==> src/hw/rtl/steering_pd_speed_controller_assert.svh <==
// Assertion macros for the steering PD speed controller.
`ifndef STEERING_PD_SPEED_CONTROLLER_ASSERT_SVH
`define STEERING_PD_SPEED_CONTROLLER_ASSERT_SVH
`ifndef SYNTH
`define SPSC_ASSERT_NOW(label, clk, rst_n, ante, cons) \
    label: assert property (@(posedge clk) disable iff (!rst_n) (ante) |-> (cons)) \
        else $error("%m: assertion failed");
`define SPSC_ASSERT_NEXT(label, clk, rst_n, ante, cons) \
    label: assert property (@(posedge clk) disable iff (!rst_n) (ante) |=> (cons)) \
        else $error("%m: assertion failed");
`else
`define SPSC_ASSERT_NOW(label, clk, rst_n, ante, cons)
`define SPSC_ASSERT_NEXT(label, clk, rst_n, ante, cons)
`endif
`endif

==> src/hw/rtl/spsc_pkg.sv <==
// Types and constants of the steering PD speed controller.
package spsc_pkg;

    typedef enum logic [2:0] {
        ST_IDLE,
        ST_PROP,
        ST_DERV,
        ST_SQR,
        ST_SPEED
    } t_state;

    localparam logic [2:0] CFG_GAIN_P   = 3'd0;
    localparam logic [2:0] CFG_GAIN_D   = 3'd1;
    localparam logic [2:0] CFG_MAX_TURN = 3'd2;
    localparam logic [2:0] CFG_MAX_FWD  = 3'd3;
    localparam logic [2:0] CFG_MAX_REV  = 3'd4;

    localparam logic [15:0] RST_GAIN_P   = 16'd5120;
    localparam logic [15:0] RST_GAIN_D   = 16'd15411;
    localparam logic [14:0] RST_MAX_TURN = 15'd12868;
    localparam logic [14:0] RST_MAX_FWD  = 15'd24576;
    localparam logic [14:0] RST_MAX_REV  = 15'd8192;

    localparam logic signed [15:0] Q_PI     = 16'sd12868;
    localparam logic signed [15:0] Q_NEG_PI = -16'sd12868;
    localparam logic signed [15:0] Q_TWO_PI = 16'sd25736;

    localparam logic [18:0] DIST_NEAR   = 19'd9830;
    localparam logic [18:0] DIST_ARRIVE = 19'd1638;
    localparam logic [13:0] ERR_HALF_PI = 14'd6434;
    localparam logic [13:0] ERR_3Q_PI   = 14'd9650;
    localparam logic signed [22:0] CRAWL_SPEED = 23'sd2048;

    localparam logic [7:0] CELLS_ARRIVE = 8'd4;
    localparam logic [7:0] CELLS_CRAWL  = 8'd3;
    localparam logic [7:0] CELLS_GENTLE = 8'd6;

endpackage

==> src/hw/rtl/steering_pd_speed_controller.sv <==
// Steering PD speed controller: wrapped heading error, PD turn command, speed rule.
// An accepted item steps through the PROP, DERV, SQR and SPEED states before the output register is loaded.
// A single 17x17 signed multiplier is stepped through three products per item
// (Kp*e, Kd*de, e*e); the block takes no item while it works, and holds in its last
// step while the output register keeps an item that is not taken. Synchronous
// active-low reset clears control, configuration to defaults and the stored errors.
`include "steering_pd_speed_controller_assert.svh"

module steering_pd_speed_controller #(
    parameter int ROBOTS = 4
) (
    input  logic               i_clk,
    input  logic               i_rst_n,
    input  logic               i_valid,
    output logic               o_ready,
    input  logic [1:0]         i_robot_index,
    input  logic signed [14:0] i_heading,
    input  logic signed [14:0] i_target_bearing,
    input  logic [18:0]        i_target_distance,
    input  logic [7:0]         i_cells_left,
    output logic               o_valid,
    input  logic               i_ready,
    output logic signed [15:0] o_turn_command,
    output logic signed [15:0] o_speed_command,
    output logic signed [14:0] o_heading_error,
    input  logic               i_cfg_we,
    input  logic [2:0]         i_cfg_index,
    input  logic [15:0]        i_cfg_data
);
    import spsc_pkg::*;

    localparam int SW = (ROBOTS > 1) ? $clog2(ROBOTS) : 1;
    localparam logic [4:0] ROBOTS_W = 5'(ROBOTS);

    t_state r_state, n_state;

    logic [15:0] r_gain_p, r_gain_d;
    logic [14:0] r_max_turn, r_max_fwd, r_max_rev;

    logic signed [15:0] r_prev [ROBOTS];

    logic [SW-1:0]      r_slot;
    logic signed [14:0] r_err;
    logic [18:0]        r_dist;
    logic [7:0]         r_cells;
    logic signed [15:0] r_diff;
    logic               r_arrive, r_crawl, r_stop, r_near, r_gentle;
    logic [16:0]        r_lin;
    logic signed [33:0] r_acc;
    logic signed [15:0] r_turn;
    logic [32:0]        r_sqt;

    logic               r_out_valid;
    logic signed [15:0] r_turn_out, r_speed_out;
    logic signed [14:0] r_err_out;

    // control
    logic               accept, out_free, load_out;
    logic signed [16:0] mul_a, mul_b;
    logic signed [33:0] prod;

    assign accept   = i_valid && o_ready;
    assign out_free = !r_out_valid || i_ready;

    always_comb begin
        n_state = r_state;
        unique case (r_state)
            ST_IDLE:  if (i_valid) n_state = ST_PROP;
            ST_PROP:  n_state = ST_DERV;
            ST_DERV:  n_state = ST_SQR;
            ST_SQR:   n_state = ST_SPEED;
            ST_SPEED: if (out_free) n_state = ST_IDLE;
            default:  n_state = ST_IDLE;
        endcase
    end

    always_comb begin
        o_ready  = 1'b0;
        load_out = 1'b0;
        mul_a    = $signed({r_err[14], r_err[14], r_err});
        mul_b    = $signed({r_err[14], r_err[14], r_err});
        unique case (r_state)
            ST_IDLE:  o_ready = i_rst_n;
            ST_PROP:  mul_a = $signed({1'b0, r_gain_p});
            ST_DERV: begin
                mul_a = $signed({1'b0, r_gain_d});
                mul_b = $signed({r_diff[15], r_diff});
            end
            ST_SQR:   ;
            ST_SPEED: load_out = out_free;
            default:  ;
        endcase
    end

    assign prod = mul_a * mul_b;

    // slot = robot_index mod ROBOTS
    logic [4:0]    m0, m1, m2, m3;
    logic [SW-1:0] slot_in;
    always_comb begin
        m0 = {3'b000, i_robot_index};
        m1 = (m0 >= ROBOTS_W) ? m0 - ROBOTS_W : m0;
        m2 = (m1 >= ROBOTS_W) ? m1 - ROBOTS_W : m1;
        m3 = (m2 >= ROBOTS_W) ? m2 - ROBOTS_W : m2;
        slot_in = m3[SW-1:0];
    end

    // wrap heading - bearing into (-pi, pi]
    logic signed [15:0] d, d_lo, d_hi, err_w;
    always_comb begin
        d     = $signed({i_heading[14], i_heading})
              - $signed({i_target_bearing[14], i_target_bearing});
        d_lo  = d - Q_TWO_PI;
        d_hi  = d + Q_TWO_PI;
        if (d >= Q_PI) begin
            err_w = (d == Q_PI) ? d : d_lo;
        end else begin
            err_w = (d <= Q_NEG_PI) ? d_hi : d;
        end
    end

    // flags from the stored error, distance and cell count
    logic signed [14:0] neg_err;
    logic [13:0]        mag;
    logic               arrive_c, crawl_c, stop_c, near_c, gentle_c;
    logic [16:0]        lin_c;
    logic signed [15:0] diff_c;
    always_comb begin
        neg_err  = -r_err;
        mag      = r_err[14] ? neg_err[13:0] : r_err[13:0];
        arrive_c = (r_dist <= DIST_ARRIVE) && (r_cells <= CELLS_ARRIVE);
        crawl_c  = ((mag >= ERR_HALF_PI) && (mag <= ERR_3Q_PI))
                || ((r_dist <= DIST_ARRIVE) && (r_cells <= CELLS_CRAWL));
        stop_c   = mag > ERR_3Q_PI;
        near_c   = r_dist <= DIST_NEAR;
        gentle_c = r_cells <= CELLS_GENTLE;
        lin_c    = gentle_c ? {1'b0, r_dist[13:0], 2'b00}
                            : {1'b0, r_dist[13:0], 2'b00} + {2'b00, r_dist[13:0], 1'b0};
        diff_c   = $signed({r_err[14], r_err}) - r_prev[r_slot];
    end

    // turn: round -sum/256, arrival zero, clamp; scaled error square for the speed rule
    logic signed [34:0] neg_acc;
    logic signed [26:0] turn_raw, turn_arr, turn_max, turn_clip;
    logic [27:0]        sq;
    logic [32:0]        sqt_c;
    always_comb begin
        neg_acc  = -$signed({r_acc[33], r_acc}) + 35'sd128;
        turn_raw = neg_acc[34:8];
        turn_arr = r_arrive ? 27'sd0 : turn_raw;
        turn_max = $signed({12'b0, r_max_turn});
        if (turn_arr <= -turn_max) begin
            turn_clip = -turn_max;
        end else if (turn_arr >= turn_max) begin
            turn_clip = turn_max;
        end else begin
            turn_clip = turn_arr;
        end
        sq    = prod[27:0];
        sqt_c = r_gentle ? {4'b0, sq, 1'b0} + {5'b0, sq}
                         : {1'b0, sq, 4'b0} + {3'b0, sq, 2'b00};
    end

    // speed rule
    logic signed [34:0] v;
    logic signed [22:0] rnd, base, sel, sp, fwd, rev;
    always_comb begin
        v    = $signed({6'b0, r_lin, 12'h800}) - $signed({2'b00, r_sqt});
        rnd  = v[34:12];
        fwd  = $signed({8'b0, r_max_fwd});
        rev  = -$signed({8'b0, r_max_rev});
        base = r_near ? (rnd[22] ? 23'sd0 : rnd) : fwd;
        if (r_crawl) begin
            sel = CRAWL_SPEED;
        end else if (r_stop) begin
            sel = 23'sd0;
        end else begin
            sel = base;
        end
        sp = (sel > fwd) ? fwd : sel;
        if (sp < rev) sp = rev;
    end

    always_ff @(posedge i_clk) begin
        if (!i_rst_n) begin
            r_state     <= ST_IDLE;
            r_out_valid <= 1'b0;
            r_gain_p    <= RST_GAIN_P;
            r_gain_d    <= RST_GAIN_D;
            r_max_turn  <= RST_MAX_TURN;
            r_max_fwd   <= RST_MAX_FWD;
            r_max_rev   <= RST_MAX_REV;
            for (int i = 0; i < ROBOTS; i++) r_prev[i] <= '0;
        end else begin
            r_state <= n_state;
            if (load_out) begin
                r_out_valid <= 1'b1;
            end else if (i_ready) begin
                r_out_valid <= 1'b0;
            end
            if (i_cfg_we) begin
                unique case (i_cfg_index)
                    CFG_GAIN_P:   r_gain_p   <= i_cfg_data;
                    CFG_GAIN_D:   r_gain_d   <= i_cfg_data;
                    CFG_MAX_TURN: r_max_turn <= i_cfg_data[14:0];
                    CFG_MAX_FWD:  r_max_fwd  <= i_cfg_data[14:0];
                    CFG_MAX_REV:  r_max_rev  <= i_cfg_data[14:0];
                    default:      ;
                endcase
            end
            if (r_state == ST_PROP) begin
                r_prev[r_slot] <= arrive_c ? 16'sd0 : $signed({r_err[14], r_err});
            end
        end
    end

    always_ff @(posedge i_clk) begin
        if (accept) begin
            r_slot  <= slot_in;
            r_err   <= err_w[14:0];
            r_dist  <= i_target_distance;
            r_cells <= i_cells_left;
        end
        case (r_state)
            ST_PROP: begin
                r_acc    <= prod;
                r_diff   <= diff_c;
                r_arrive <= arrive_c;
                r_crawl  <= crawl_c;
                r_stop   <= stop_c;
                r_near   <= near_c;
                r_gentle <= gentle_c;
                r_lin    <= lin_c;
            end
            ST_DERV: r_acc <= r_acc + prod;
            ST_SQR: begin
                r_turn <= turn_clip[15:0];
                r_sqt  <= sqt_c;
            end
            default: ;
        endcase
        if (load_out) begin
            r_turn_out  <= r_turn;
            r_speed_out <= sp[15:0];
            r_err_out   <= r_err;
        end
    end

    assign o_valid         = r_out_valid;
    assign o_turn_command  = r_turn_out;
    assign o_speed_command = r_speed_out;
    assign o_heading_error = r_err_out;

    logic signed [15:0] w_turn_lim;
    logic               w_turn_ok, w_arrive_chk, w_full_stall;
    assign w_turn_lim   = $signed({1'b0, r_max_turn});
    assign w_turn_ok    = (o_turn_command <= w_turn_lim) && (o_turn_command >= -w_turn_lim);
    assign w_arrive_chk = (r_state == ST_DERV) && r_arrive;
    assign w_full_stall = (r_state == ST_SPEED) && r_out_valid && !i_ready;

    `SPSC_ASSERT_NOW(a_arrive_clears, i_clk, i_rst_n, w_arrive_chk, r_prev[r_slot] == 16'sd0)
    `SPSC_ASSERT_NOW(a_turn_limit, i_clk, i_rst_n, o_valid, w_turn_ok)
    `SPSC_ASSERT_NOW(a_speed_nonneg, i_clk, i_rst_n, o_valid, !o_speed_command[15])
    `SPSC_ASSERT_NEXT(a_hold_when_full, i_clk, i_rst_n, w_full_stall, r_state == ST_SPEED)

endmodule
==> config.mk <==
export PLATFORM = sky130hd
export DESIGN_NAME = steering_pd_speed_controller
export DESIGN_NICKNAME = d
export VERILOG_FILES = /design/src/hw/rtl/spsc_pkg.sv /design/src/hw/rtl/steering_pd_speed_controller.sv
export VERILOG_INCLUDE_DIRS = /design/src /design/src/hw/rtl
export SDC_FILE = /design/constraint.sdc
export NUM_CORES = 2
export LEC_CHECK = 0
export BUFFER_PORTS_ARGS = -buffer_cell sky130_fd_sc_hd__buf_2
export CAP_MARGIN = 25
export CORE_ASPECT_RATIO = 0.6
export CORE_MARGIN = 8
export CORE_UTILIZATION = 58
export DETAILED_ROUTE_END_ITERATION = 10
export HOLD_SLACK_MARGIN = 0.1
export PLACE_DENSITY = 0.78
export SLEW_MARGIN = 40
export SYNTH_ARGS = -nofsm -noshare
export SYNTH_HDL_FRONTEND = slang
export SYNTH_SLANG_ARGS = --single-unit
==> constraint.sdc <==
create_clock -name i_clk -period 9.75 [get_ports i_clk]
set_input_delay 0.975 -clock i_clk [delete_from_list [all_inputs] [get_ports i_clk]]
set_output_delay 0.975 -clock i_clk [all_outputs]
set_load 0.02 [all_outputs]
==> impl_metrics.py <==
metrics = {
    "worst_setup_path": {
        "arrival_ns": 9.66,
        "start_kind": "flop",
        "critPathCaptureType": "flop",
        "worstPathRequired_ns": 10.06,
        "critPathMaxStageDelay_ns": 0.57,
        "cpMaxStageDelayCell": "fa_1",
        "r2r-end": "r_sqt[27]$_DFFE_PP_",
        "rr_startpoint": "r_state[0]$_SDFFE_PN0P_",
        "r2r_slack_ns": 0.40,
        "path_max_fanout": 20,
        "cpMostUsedCell": "fa_1",
        "critPathKind": "flop to flop",
        "worstRegToRegCells": 33,
    },
    "finish": {
        "drive_gt1_frac": 0.1003,
        "syn_to_final_growth_pct": 9.993,
        "stdcell_count": 4938,
        "final_nets": 4793,
        "final.fill_count": 5045,
        "mostFrequentLayoutCells": "506 x inv_1, 462 x nand2_1, 333 x nor2_1, 327 x ha_1, 299 x fa_1",
        "final_common_cell": "inv_1",
    },
    "sta": {
        "fin_skew_ns": 0.03153,
        "drv_slew": 0,
        "rsz0062_at_grt": "no",
        "finalCriticalPeriod_ns": 9.350,
        "finalSetupViolations": 0,
        "final.setup.tns_ns": 0,
        "slew_headroom": 0.4196,
        "period_share": 0.9590,
        "finalHoldWorstSlack_ns": 0.4054,
        "hold_viol": 0,
        "tightest_slew_ns": 0.8614,
        "fmax_mhz": 107.0,
    },
    "die": {
        "rows": 70,
        "coreArea_um2": 61050,
        "start_util": 0.5880,
        "die_width_um": 337.2,
        "die_y_um": 208.7,
        "dieArea_um2": 70370,
        "pin_count": 132,
    },
    "worst_hold_path": {
        "hold_class": "flop to flop",
        "whs_path_depth": 0,
        "hp-start": "r_turn[0]$_DFFE_PP_",
        "min_to": "o_turn_command[0]$_DFFE_PP_",
    },
    "synth": {
        "yosysTopAreaCellShare": 0.2267,
        "ys_ff_latch": 354,
        "synth_area_um2": 35900,
        "yosys-top-cells-area": "edfxtp_1 23%, fa_1 17%, ha_1 11%",
        "synth_area_per_cell_um2": 9.183,
        "synth_edf_count": 271,
        "synthFlopType": "edfxtp_1",
        "yosys_warnings": 0,
        "synth_cells": 3909,
        "ys_types": 89,
        "synth_top_area_cell": "edfxtp_1",
        "ys_seq_area_frac": 0.2730,
        "async_flop_share": 0,
    },
    "cts": {
        "hold_buffers": 0,
        "insertion_delay_ns": 0.60,
        "numCtsBuffers": 38,
        "clock_sinks": 354,
        "clk_pin_slew_ns": 0.06,
        "cts_tree": "built",
        "cts.htree.levels": 2,
        "cts_root_buffer": "clkbuf_16",
        "clockBufferDepth": 3,
    },
    "global_route": {
        "grt_max_degree": 74,
        "grt_pass1_wl_mm": 163.1,
        "grt_usage": 0.2937,
        "grt.busiest_layer": "met1",
        "gr-usage-met1": 0.4533,
        "grt_antenna_before_repair": 1,
        "grt_remaining_overflow": 0,
        "use_met2": 0.3801,
        "use_met3": 0.1183,
        "grt_pass1_vias": 28400,
    },
    "route": {
        "viasPerCell": 6.001,
        "wire_per_inst_um": 21.44,
        "firstDrtPassIters": 6,
        "ant_nets": 0,
        "vias": 29633,
        "drt-total-wl_mm": 105.9,
        "drc_errors": 0,
        "drt_first_iter_violations": 3656,
    },
    "place": {
        "dpl.cell_count": 4857,
        "io_buffers": 131,
        "gp_congestion": 1.052,
        "dpl.hpwl_mm": 83.77,
    },
    "run": {
        "maxCapViolCount": 0,
    },
    "outcome": {
        "status": "finished clean",
    },
}
## worst max-delay path, delay by kind of cell (launching register included)
kind / cells / cell delay (ns)
AO/OA/AOI/OAI: 9 / 2.29
XOR/XNOR: 2 / 0.30
adder cells (fa/ha/maj): 8 / 3.47
buffers and inverters: 7 / 0.89
flip-flops: 1 / 0.37
AND/OR/NAND/NOR: 7 / 1.70
## area by class of cell
class | instances | area [µm²] | share of cell area
well taps | 828 | 1036 | 0.02624
clock buffers | 48 | 1020 | 0.02583
flip-flops and latches | 354 | 9801 | 0.2482
repair buffers | 252 | 1597 | 0.04044
diodes | 2 | 5.005 | 0.0001268
clock inverters | 21 | 229.0 | 0.005799
inverters | 512 | 1934 | 0.04899
multi-input cells | 2921 | 23860 | 0.6044
## sequential cells by signal, summed over array words and instances, names as in the netlist, 19 cells and up, named ones only
signal,count
r_prev,60
r_acc,34
r_sqt,33
r_dist,19
## cell usage after synthesis (all sizes together) (12+ instances only)
master  number
nor2       337
o21ai      155
mux4        15
and2        73
a221oi      21
o21bai      24
buf         15
xnor2      138
nor4        19
a21oi      177
nor2b       39
mux2        15
nand2      465
a21o        83
and3        53
o211ai      18
nor3        69
nand2b      43
or2         21
a31oi       18
dfxtp       83
o21a        30
a21boi      70
edfxtp     271
a221o       28
ha         329
xor2        70
nand3       57
mux2i       22
or3         24
inv        508
or4         12
fa         302
a211oi      15
nand4       24
o31ai       12
clkbuf     112
## how the worst max path moves through the flow
stage / startpoint / to / depth (start not counted)
floorplan: r_state[1]$_SDFFE_PN0P_ / r_acc[32]$_DFFE_PN_ / 34
global placement: r_state[0]$_SDFFE_PN0P_ / r_acc[32]$_DFFE_PN_ / 37
detailed placement: r_state[2]$_SDFFE_PN0P_ / r_acc[32]$_DFFE_PN_ / 32
CTS: r_state[2]$_SDFFE_PN0P_ / r_acc[32]$_DFFE_PN_ / 32
global route: r_state[0]$_SDFFE_PN0P_ / r_acc[32]$_DFFE_PN_ / 37
finish: r_state[0]$_SDFFE_PN0P_ / r_sqt[27]$_DFFE_PP_ / 33
## layer usage
| layer | up-vias | wire length, µm |
|---|---|---|
| met3 | 165 | 15810 |
| met4 | 0 | 2017 |
| met1 | 14112 | 48590 |
| met2 | 1688 | 39480 |
| li1 | 13668 | - |
| met5 | - | 0 |
## kinds of logic (layout without fill, tap and decap cells)
| logic type | after synthesis | after routing | share of synthesized area |
|---|---|---|---|
| compound gates | 754 | 754 | 0.1411 |
| xor+xnor | 208 | 208 | 0.05075 |
| fa+ha+maj | 631 | 631 | 0.2831 |
| buf+inv | 639 | 833 | 0.06741 |
| flops | 354 | 354 | 0.2730 |
| mux | 52 | 52 | 0.02025 |
| other cells | 1 | 8 | 0.0001045 |
| simple gates | 1270 | 1270 | 0.1643 |
## timing repair
item                                    in CTS  in global routing
endpoints found under the setup margin       0                 20
buffers inserted                             0                 10
gates resized for setup                      0                 32
## stage by stage
step / util / area (µm²) / setup WS (ns)
2_1_floorplan: - / 35920 / 0.08368
3_3_place_gp: 0.6222 / 37980 / 0.2343
3_5_place_dp: 0.6226 / 38010 / 0.01541
4_1_cts: 0.6430 / 39260 / 0.02272
5_1_grt: 0.6467 / 39480 / 0.008369
6_report: 0.6468 / 39480 / 0.4000
Power is left out: the tool's default activity adds up to more than one toggle a clock period on the data nets, which glitch-free logic cannot reach.
